--- src/rtl/core/pwrcd_pkg.sv ---
// Package for the pulse width remote code deframer.
// Holds field widths, reset values, register indexes, symbol codes and shared types.
// No dependencies.
`default_nettype none

package pwrcd_pkg;

    localparam int FRAME_SYMBOLS_DEF = 12;
    localparam int DURATION_BITS_DEF = 20;

    localparam int CFG_BITS       = 14;
    localparam int CFG_INDEX_BITS = 1;
    localparam int NOM_BITS       = 20;
    localparam int SYMBOLS_BITS   = 24;
    localparam int COUNT_BITS     = 4;

    localparam logic [CFG_INDEX_BITS-1:0] CFG_SHORT_UNIT = 1'b0;
    localparam logic [CFG_INDEX_BITS-1:0] CFG_TOLERANCE  = 1'b1;

    localparam logic [CFG_BITS-1:0] SHORT_UNIT_RESET = 14'd1000;
    localparam logic [CFG_BITS-1:0] TOLERANCE_RESET  = 14'd200;

    localparam logic [NOM_BITS-1:0] HEADER_UNITS = 20'd39;
    localparam logic [NOM_BITS-1:0] HEADER_TOL   = 20'd20;
    localparam logic [NOM_BITS-1:0] GAP_UNITS    = 20'd5;
    localparam logic [NOM_BITS-1:0] LONG_UNITS   = 20'd3;
    localparam logic [NOM_BITS-1:0] MID_UNITS    = 20'd2;

    localparam logic [1:0] SYM_STOP = 2'd0;
    localparam logic [1:0] SYM_ONE  = 2'd1;
    localparam logic [1:0] SYM_ZERO = 2'd2;

    typedef struct packed {
        logic high;
        logic hdr;
        logic n1;
        logic n2;
        logic n3;
        logic long_gap;
    } t_class;

    typedef enum logic [3:0] {
        PH_IDLE   = 4'b0001,
        PH_HEADER = 4'b0010,
        PH_LOW    = 4'b0100,
        PH_HIGH   = 4'b1000
    } t_phase;

endpackage

`default_nettype wire

--- src/rtl/core/pwrcd_front.sv ---
// Front end: configuration registers with precomputed nominal lengths, and
// classification of each interval against them. Depends on pwrcd_pkg.
`default_nettype none

module pwrcd_front #(
    parameter int DURATION_BITS = pwrcd_pkg::DURATION_BITS_DEF
) (
    input  wire                                   i_clk,
    input  wire                                   i_rst_n,
    input  wire                                   i_cfg_we,
    input  wire [pwrcd_pkg::CFG_INDEX_BITS-1:0]   i_cfg_index,
    input  wire [pwrcd_pkg::CFG_BITS-1:0]         i_cfg_data,
    input  wire                                   i_level,
    input  wire [DURATION_BITS-1:0]               i_duration,
    output pwrcd_pkg::t_class                     o_class
);

    localparam int NB = pwrcd_pkg::NOM_BITS;
    localparam int DW = ((DURATION_BITS > NB) ? DURATION_BITS : NB) + 1;

    logic [NB-1:0] r_su1, r_su2, r_su3, r_su5, r_su39, r_tol, r_lim_hdr;
    logic [DW-1:0] d;

    function automatic logic near_f(input logic [DW-1:0] a, input logic [DW-1:0] b,
                                    input logic [DW-1:0] lim);
        logic [DW-1:0] diff;
        diff = (a >= b) ? (a - b) : (b - a);
        return diff < lim;
    endfunction

    function automatic logic [NB-1:0] scale(input logic [pwrcd_pkg::CFG_BITS-1:0] v,
                                            input logic [NB-1:0] k);
        return NB'(NB'(v) * k);
    endfunction

    always_ff @(posedge i_clk) begin
        if (!i_rst_n) begin
            r_su1     <= NB'(pwrcd_pkg::SHORT_UNIT_RESET);
            r_su2     <= scale(pwrcd_pkg::SHORT_UNIT_RESET, pwrcd_pkg::MID_UNITS);
            r_su3     <= scale(pwrcd_pkg::SHORT_UNIT_RESET, pwrcd_pkg::LONG_UNITS);
            r_su5     <= scale(pwrcd_pkg::SHORT_UNIT_RESET, pwrcd_pkg::GAP_UNITS);
            r_su39    <= scale(pwrcd_pkg::SHORT_UNIT_RESET, pwrcd_pkg::HEADER_UNITS);
            r_tol     <= NB'(pwrcd_pkg::TOLERANCE_RESET);
            r_lim_hdr <= scale(pwrcd_pkg::TOLERANCE_RESET, pwrcd_pkg::HEADER_TOL);
        end else if (i_cfg_we) begin
            unique case (i_cfg_index)
                pwrcd_pkg::CFG_SHORT_UNIT: begin
                    r_su1  <= NB'(i_cfg_data);
                    r_su2  <= scale(i_cfg_data, pwrcd_pkg::MID_UNITS);
                    r_su3  <= scale(i_cfg_data, pwrcd_pkg::LONG_UNITS);
                    r_su5  <= scale(i_cfg_data, pwrcd_pkg::GAP_UNITS);
                    r_su39 <= scale(i_cfg_data, pwrcd_pkg::HEADER_UNITS);
                end
                pwrcd_pkg::CFG_TOLERANCE: begin
                    r_tol     <= NB'(i_cfg_data);
                    r_lim_hdr <= scale(i_cfg_data, pwrcd_pkg::HEADER_TOL);
                end
                default: begin
                end
            endcase
        end
    end

    assign d = {{(DW-DURATION_BITS){1'b0}}, i_duration};

    always_comb begin
        o_class.high     = i_level;
        o_class.hdr      = near_f(d, DW'(r_su39), DW'(r_lim_hdr));
        o_class.n1       = near_f(d, DW'(r_su1), DW'(r_tol));
        o_class.n2       = near_f(d, DW'(r_su2), DW'(r_tol));
        o_class.n3       = near_f(d, DW'(r_su3), DW'(r_tol));
        o_class.long_gap = d > DW'(r_su5);
    end

endmodule

`default_nettype wire

--- src/rtl/core/pwrcd_queue.sv ---
// Two-entry queue of classified intervals between front and back end.
// Depends on pwrcd_pkg for the entry type.
`default_nettype none

module pwrcd_queue (
    input  wire                 i_clk,
    input  wire                 i_rst_n,
    input  wire                 i_push_valid,
    output logic                o_push_ready,
    input  pwrcd_pkg::t_class   i_push_data,
    output logic                o_pop_valid,
    input  wire                 i_pop_ready,
    output pwrcd_pkg::t_class   o_pop_data
);

    pwrcd_pkg::t_class r_mem [2];
    logic              r_wr, r_rd;
    logic [1:0]        r_count;
    logic              push, pop;

    assign o_push_ready = (r_count != 2'd2);
    assign o_pop_valid  = (r_count != 2'd0);
    assign o_pop_data   = r_mem[r_rd];
    assign push         = i_push_valid && o_push_ready;
    assign pop          = o_pop_valid && i_pop_ready;

    always_ff @(posedge i_clk) begin
        if (push) begin
            r_mem[r_wr] <= i_push_data;
        end
    end

    always_ff @(posedge i_clk) begin
        if (!i_rst_n) begin
            r_wr    <= 1'b0;
            r_rd    <= 1'b0;
            r_count <= 2'd0;
        end else begin
            if (push) r_wr <= ~r_wr;
            if (pop)  r_rd <= ~r_rd;
            if (push && !pop)      r_count <= r_count + 2'd1;
            else if (pop && !push) r_count <= r_count - 2'd1;
        end
    end

endmodule

`default_nettype wire

--- src/rtl/core/pwrcd_back.sv ---
// Back end: frame state machine, symbol shift register and result register.
// Depends on pwrcd_pkg.
`default_nettype none

module pwrcd_back #(
    parameter int FRAME_SYMBOLS = pwrcd_pkg::FRAME_SYMBOLS_DEF
) (
    input  wire                                 i_clk,
    input  wire                                 i_rst_n,
    input  wire                                 i_valid,
    output logic                                o_ready,
    input  pwrcd_pkg::t_class                   i_class,
    output logic                                o_out_valid,
    input  wire                                 i_out_ready,
    output logic [pwrcd_pkg::SYMBOLS_BITS-1:0]  o_symbols,
    output logic [pwrcd_pkg::COUNT_BITS-1:0]    o_symbol_count
);

    localparam int SW = 2 * FRAME_SYMBOLS;
    localparam int TW = $clog2(FRAME_SYMBOLS + 2);

    pwrcd_pkg::t_phase r_phase, n_phase;
    logic [SW-1:0]     r_shift, n_shift;
    logic [TW-1:0]     r_tally, n_tally;
    logic [2:0]        r_prev, n_prev;
    logic              r_out_valid;
    logic [pwrcd_pkg::SYMBOLS_BITS-1:0] r_out_symbols;
    logic [pwrcd_pkg::COUNT_BITS-1:0]   r_out_count;
    logic              take, emit, push_sym;
    logic [1:0]        code;
    logic [TW-1:0]     tally_inc;

    assign o_ready   = !r_out_valid || i_out_ready;
    assign take      = i_valid && o_ready;
    assign tally_inc = (r_tally != TW'(FRAME_SYMBOLS + 1)) ? r_tally + TW'(1) : r_tally;

    always_comb begin
        n_phase  = r_phase;
        n_shift  = r_shift;
        n_tally  = r_tally;
        n_prev   = r_prev;
        emit     = 1'b0;
        push_sym = 1'b0;
        code     = pwrcd_pkg::SYM_STOP;
        if (take) begin
            unique case (r_phase)
                pwrcd_pkg::PH_IDLE: begin
                    if (!i_class.high && i_class.hdr) n_phase = pwrcd_pkg::PH_HEADER;
                end
                pwrcd_pkg::PH_HEADER: begin
                    if (i_class.high && i_class.n1) begin
                        n_shift = SW'(pwrcd_pkg::SYM_STOP);
                        n_tally = TW'(1);
                        n_phase = pwrcd_pkg::PH_LOW;
                    end else begin
                        n_phase = pwrcd_pkg::PH_IDLE;
                    end
                end
                pwrcd_pkg::PH_LOW: begin
                    if (i_class.high) begin
                        n_phase = pwrcd_pkg::PH_IDLE;
                    end else if (i_class.long_gap) begin
                        emit    = (r_tally == TW'(FRAME_SYMBOLS));
                        n_phase = pwrcd_pkg::PH_IDLE;
                    end else begin
                        n_prev  = {i_class.n1, i_class.n2, i_class.n3};
                        n_phase = pwrcd_pkg::PH_HIGH;
                    end
                end
                pwrcd_pkg::PH_HIGH: begin
                    priority if (!i_class.high) begin
                        n_phase = pwrcd_pkg::PH_IDLE;
                    end else if (r_prev[0] && i_class.n1) begin
                        push_sym = 1'b1;
                        code     = pwrcd_pkg::SYM_STOP;
                    end else if (r_prev[1] && i_class.n2) begin
                        push_sym = 1'b1;
                        code     = pwrcd_pkg::SYM_ONE;
                    end else if (r_prev[2] && i_class.n3) begin
                        push_sym = 1'b1;
                        code     = pwrcd_pkg::SYM_ZERO;
                    end else begin
                        n_phase = pwrcd_pkg::PH_IDLE;
                    end
                    if (push_sym) begin
                        n_shift = SW'({r_shift, code});
                        n_tally = tally_inc;
                        n_phase = pwrcd_pkg::PH_LOW;
                    end
                end
                default: begin
                    n_phase = pwrcd_pkg::PH_IDLE;
                end
            endcase
        end
    end

    always_ff @(posedge i_clk) begin
        if (!i_rst_n) begin
            r_phase     <= pwrcd_pkg::PH_IDLE;
            r_shift     <= '0;
            r_tally     <= '0;
            r_prev      <= '0;
            r_out_valid <= 1'b0;
        end else begin
            r_phase <= n_phase;
            r_shift <= n_shift;
            r_tally <= n_tally;
            r_prev  <= n_prev;
            if (emit)             r_out_valid <= 1'b1;
            else if (i_out_ready) r_out_valid <= 1'b0;
        end
    end

    always_ff @(posedge i_clk) begin
        if (emit) begin
            r_out_symbols <= pwrcd_pkg::SYMBOLS_BITS'(r_shift);
            r_out_count   <= pwrcd_pkg::COUNT_BITS'(r_tally);
        end
    end

    assign o_out_valid    = r_out_valid;
    assign o_symbols      = r_out_symbols;
    assign o_symbol_count = r_out_count;

endmodule

`default_nettype wire

--- src/rtl/core/pulse_width_remote_code_deframer.sv ---
// Top level of the pulse width remote code deframer: front classifier,
// two-entry queue and frame back end. Depends on pwrcd_pkg and its submodules.
//
//   channel  | handshake                   | payload
//   ---------+-----------------------------+----------------------------------
//   in       | i_in_valid / o_in_ready     | i_level, i_duration
//   out      | o_out_valid / i_out_ready   | o_symbols, o_symbol_count
//   cfg      | i_cfg_we (no wait)          | i_cfg_index, i_cfg_data
//
// One interval per cycle while the queue has room; the closing gap waits in the
// queue until the back end takes it, then the result register loads.
// Classification is one level of parallel subtract and compare against nominal
// lengths precomputed when a register is written.
// Reset is synchronous and clears the queue, the frame state and the result.
// A result waiting on i_out_ready stalls the back end; the queue keeps taking
// intervals until it holds two.
`default_nettype none

module pulse_width_remote_code_deframer #(
    parameter int FRAME_SYMBOLS = pwrcd_pkg::FRAME_SYMBOLS_DEF,
    parameter int DURATION_BITS = pwrcd_pkg::DURATION_BITS_DEF
) (
    input  wire                                 i_clk,
    input  wire                                 i_rst_n,
    input  wire                                 i_in_valid,
    output logic                                o_in_ready,
    input  wire                                 i_level,
    input  wire [DURATION_BITS-1:0]             i_duration,
    output logic                                o_out_valid,
    input  wire                                 i_out_ready,
    output logic [pwrcd_pkg::SYMBOLS_BITS-1:0]  o_symbols,
    output logic [pwrcd_pkg::COUNT_BITS-1:0]    o_symbol_count,
    input  wire                                 i_cfg_we,
    input  wire [pwrcd_pkg::CFG_INDEX_BITS-1:0] i_cfg_index,
    input  wire [pwrcd_pkg::CFG_BITS-1:0]       i_cfg_data
);

    pwrcd_pkg::t_class front_class, back_class;
    logic              q_valid, q_ready;

    pwrcd_front #(.DURATION_BITS(DURATION_BITS)) u_front (
        .i_clk       (i_clk),
        .i_rst_n     (i_rst_n),
        .i_cfg_we    (i_cfg_we),
        .i_cfg_index (i_cfg_index),
        .i_cfg_data  (i_cfg_data),
        .i_level     (i_level),
        .i_duration  (i_duration),
        .o_class     (front_class)
    );

    pwrcd_queue u_queue (
        .i_clk        (i_clk),
        .i_rst_n      (i_rst_n),
        .i_push_valid (i_in_valid),
        .o_push_ready (o_in_ready),
        .i_push_data  (front_class),
        .o_pop_valid  (q_valid),
        .i_pop_ready  (q_ready),
        .o_pop_data   (back_class)
    );

    pwrcd_back #(.FRAME_SYMBOLS(FRAME_SYMBOLS)) u_back (
        .i_clk          (i_clk),
        .i_rst_n        (i_rst_n),
        .i_valid        (q_valid),
        .o_ready        (q_ready),
        .i_class        (back_class),
        .o_out_valid    (o_out_valid),
        .i_out_ready    (i_out_ready),
        .o_symbols      (o_symbols),
        .o_symbol_count (o_symbol_count)
    );

endmodule

`default_nettype wire

--- config.mk ---
export PLATFORM = sky130hd
export DESIGN_NAME = pulse_width_remote_code_deframer
export DESIGN_NICKNAME = d
export VERILOG_FILES = /design/src/rtl/core/pwrcd_pkg.sv /design/src/rtl/core/pwrcd_front.sv /design/src/rtl/core/pwrcd_queue.sv /design/src/rtl/core/pwrcd_back.sv /design/src/rtl/core/pulse_width_remote_code_deframer.sv
export SDC_FILE = /design/constraint.sdc
export NUM_CORES = 1
export LEC_CHECK = 0
export ABC_AREA = 1
export BUFFER_PORTS_ARGS = -buffer_cell sky130_fd_sc_hd__buf_2
export CAP_MARGIN = 10
export CELL_PAD_IN_SITES_DETAIL_PLACEMENT = 0
export CELL_PAD_IN_SITES_GLOBAL_PLACEMENT = 2
export CORE_MARGIN = 8
export CORE_UTILIZATION = 33
export DETAILED_ROUTE_END_ITERATION = 10
export PLACE_DENSITY_LB_ADDON = 0.1
export SLEW_MARGIN = 20
export SYNTH_ARGS = -nofsm -noshare
export SYNTH_HDL_FRONTEND = slang
export SYNTH_SLANG_ARGS = --single-unit
--- constraint.sdc ---
create_clock -name i_clk -period 3.9 [get_ports i_clk]
set_input_delay 0.78 -clock i_clk [delete_from_list [all_inputs] [get_ports i_clk]]
set_output_delay 0.78 -clock i_clk [all_outputs]
set_load 0.02 [all_outputs]
==> flow_summary.ini <==
[min_path]
hold_depth = 0
min_from = u_back.r_shift[22]
holdCritPathClass = reg2reg
worst_hold_path.endpoint = u_back.o_symbols[22]

[placement]
gp_congestion = 0.9768
dp_cells = 3870
dp_slack_ns = -0.8229
place_area_mm2 = 0.02313
portBuffers = 70
detailed_place_hpwl_mm = 68.63

[global_routing]
grt_usage_pct = 25.02
grt_pass1_wl_mm = 119.3
gr-total-overflow = 0
antenna_found_initial = 1
grt_max_degree = 71
grt_pass1_vias = 19050

[timing]
finalCritPeriodShare_pct = 98.25
finalMaxSlewViolations = 0
relSlewSlack_pct = 46.99
setup_viol = 0
finalWorstPathRequiredPeriod_ns = 3.832
hold_viol_final = 0
timing.final.ws_setup_ns = 0.06830
fin_skew_ns = 0.01300
fmax_mhz = 261.0
tightest_slew_ns = 0.7922

[drt]
routed_via_density = 4.963
wl_met1_mm = 39.41
drt_wl_total_mm = 80.81
dr.max_layer_used = met4
drt_iter0_drc = 1345
antenna_left = 0
routed-wl-met2_mm = 35.79
dr_total_vias = 19530
wl_per_cell_um = 20.53
drc = 0
dr.pass1.iters = 5
wl_met3_mm = 4.026

[setup_path]
cp-start-kind = primary input
crit_arrival_ns = 4.02
critical_path_class = in2reg
ff2ff_path_depth = 20
crit_path_end_kind = flop
r2r_setup_slack_ns = 0.15
cp_max_fo = 4
r2r-end = u_queue.r_mem[1][2]
cpMostUsedCell = nand2_1
slowest_delay_ns = 0.48
reg2reg_from = u_front.r_su1[4]
crit_chain = buf_2 -> clkinvlp_4 -> ha_2 -> buf_4 -> a21oi_1 -> o21ai_0 -> nor2_1 -> nand2_1 -> nand2_1 -> o21ai_2 -> xor2_1 -> inv_1 -> ha_4 -> nand2_1 -> inv_2 -> nand3_2 -> nor3_2 -> o21ai_2 -> o2111ai_2 -> nand2_1 -> nand2_1 -> nor2_4
cp_slowest_cell = o21ai_0
crit_required_ns = 4.09

[final_layout]
fill_cells = 5580
fin_area_mm2 = 0.02563
layout.nets = 3564
layout-drive-gt1-share_pct = 30.32
utilization_pct = 47.44
ff_latch_area_mm2 = 0.003845
final_common_cell = buf_4
multi_input_comb_area_mm2 = 0.01368
syn2layout_area_growth_pct = 41.87
final_cells = 3936
final_cell_mix = buf_4 (544), nand2_1 (497), inv_1 (418)

[yosys]
synth-edff-count = 40
syn_nets = 2955
synth-seq-cells = 172
synth_cells = 2617
synth-async-reset-ratio_pct = 0
yosysWarnings = 0
postSynthAreaPerCell_um2 = 6.903
synth_top_flop_cell = dfxtp_1
synth.distinct_cells = 57
syn_area_mm2 = 0.01807
ys_seq_area_share_pct = 21.28

[floorplanning]
die_w_um = 250.0
io_pins = 71
initial_core_util_pct = 33.44
coreArea_mm2 = 0.05403
die_h_um = 250.0
num_rows = 85
dieArea_mm2 = 0.06249

[clock_tree]
cts_max_path_buffers = 2
cts_sinks = 172
cts_made_buffers = 17
clk_pin_slew_ns = 0.06
htree_levels = 4
cts_tree = built
root_buffer = clkbuf_16
clk_latency_ns = 0.45

[job]
drv_cap = 0

[power_and_ir_drop]
cellPowerDensity_mw_per_mm2 = 344.5
vdd_drop_max_mv = 0.3301
p_leak_nw = 12.75

[status]
outcome = finished, final reports clean
## layer usage
layer	vias up	GRT usage (%)
met5	-	0
met4	0	6.485
met3	52	3.346
met2	438	39.31
met1	9197	35.65
li1	9847	-
## how the worst max path moves through the flow
stage	startpoint	end	slack, ns	cells past startpoint
4_1_cts	i_duration[1]	u_queue.r_mem[1][2]	0.004	26
6_report	i_duration[9]	u_queue.r_mem[1][2]	0.07	22
3_3_place_gp	i_duration[10]	u_queue.r_mem[0][1]	-0.78	24
3_5_place_dp	i_duration[1]	u_queue.r_mem[1][2]	-0.82	26
2_1_floorplan	i_cfg_data[5]	u_front.r_su39[14]	0.04	17
5_1_grt	i_duration[12]	u_queue.r_mem[1][3]	-0.06	25
## final cells by class
class                      count  area share, %
clock inverter                14         0.7079
tap                          696          3.398
clock buffer                  18          1.674
inverter                     451          6.742
multi-input combinational   1938          53.37
timing repair buffer         646          19.10
antenna                        1       0.009764
sequential                   172          15.00
## per-stage QoR
stage	hold slack (ns)	total power, mW	setup TNS (ns)
floorplan	0.4086	4.421	0
global placement	0.4186	6.512	-7.810
detailed placement	0.4192	6.514	-8.387
CTS	0.4362	8.407	0
global route	0.4482	9.465	-0.3284
finish	0.4332	8.829	0
## synth_stat cells (34+ instances only)
library cell,instances,area (µm²)
nand2_1,538,2019
inv_1,442,1659
a21oi_1,278,1391
ha_1,266,3328
o21ai_0,201,1006
nor2_1,183,686.9
dfxtp_1,132,2643
nand3_1,95,475.5
xor2_1,48,420.4
o211ai_1,43,322.8
edfxtp_1,40,1201
xnor2_1,39,341.6
clkbuf_1,34,127.6
## sequential cells by signal (all words and copies together), names as in the netlist, 12 cells and up, named ones only
register,flops
u_queue.r_mem,12
u_front.r_su1,13
u_front.r_su5,15
u_front.r_tol,14
u_back.r_shift,24
u_back.o_symbols,24
u_front.r_lim_hdr,15
u_front.r_su39,20
u_front.r_su3,14
## logic make-up after synthesis
kind of cell    after synthesis  share of synthesized area [%]
buf+inv                     507                          11.08
flops                       172                          21.28
simple gates                909                          21.19
xor+xnor                     87                          4.218
fa+ha+maj                   297                          21.86
mux                           8                         0.4433
compound gates              637                          19.93
## critical path: cells and delay by family
family / cells / cell delay [ns]
AOI/OAI and AO/OA: 5 / 0.82
xor gates and xnor gates: 1 / 0.15
adders and majority gates: 2 / 0.74
buffers and inverters: 5 / 0.64
and+or+nand+nor: 9 / 0.86
## report_power, final
part | internal, mW | total (mW) | leakage, nW | switching [mW]
registers | 1.95 | 2.06 | 1.51 | 0.115
clock network | 1.02 | 1.81 | 0.292 | 0.793
logic | 2.18 | 4.95 | 10.9 | 2.77
## timing repair
action,CTS,global route
setup endpoints to repair,8,15
setup buffers,5,29
hold endpoints to repair,0,0
pin swaps,3,93
resized for setup,55,302
hold buffers,0,0
Note: power is estimated with default switching activity, not from simulation.
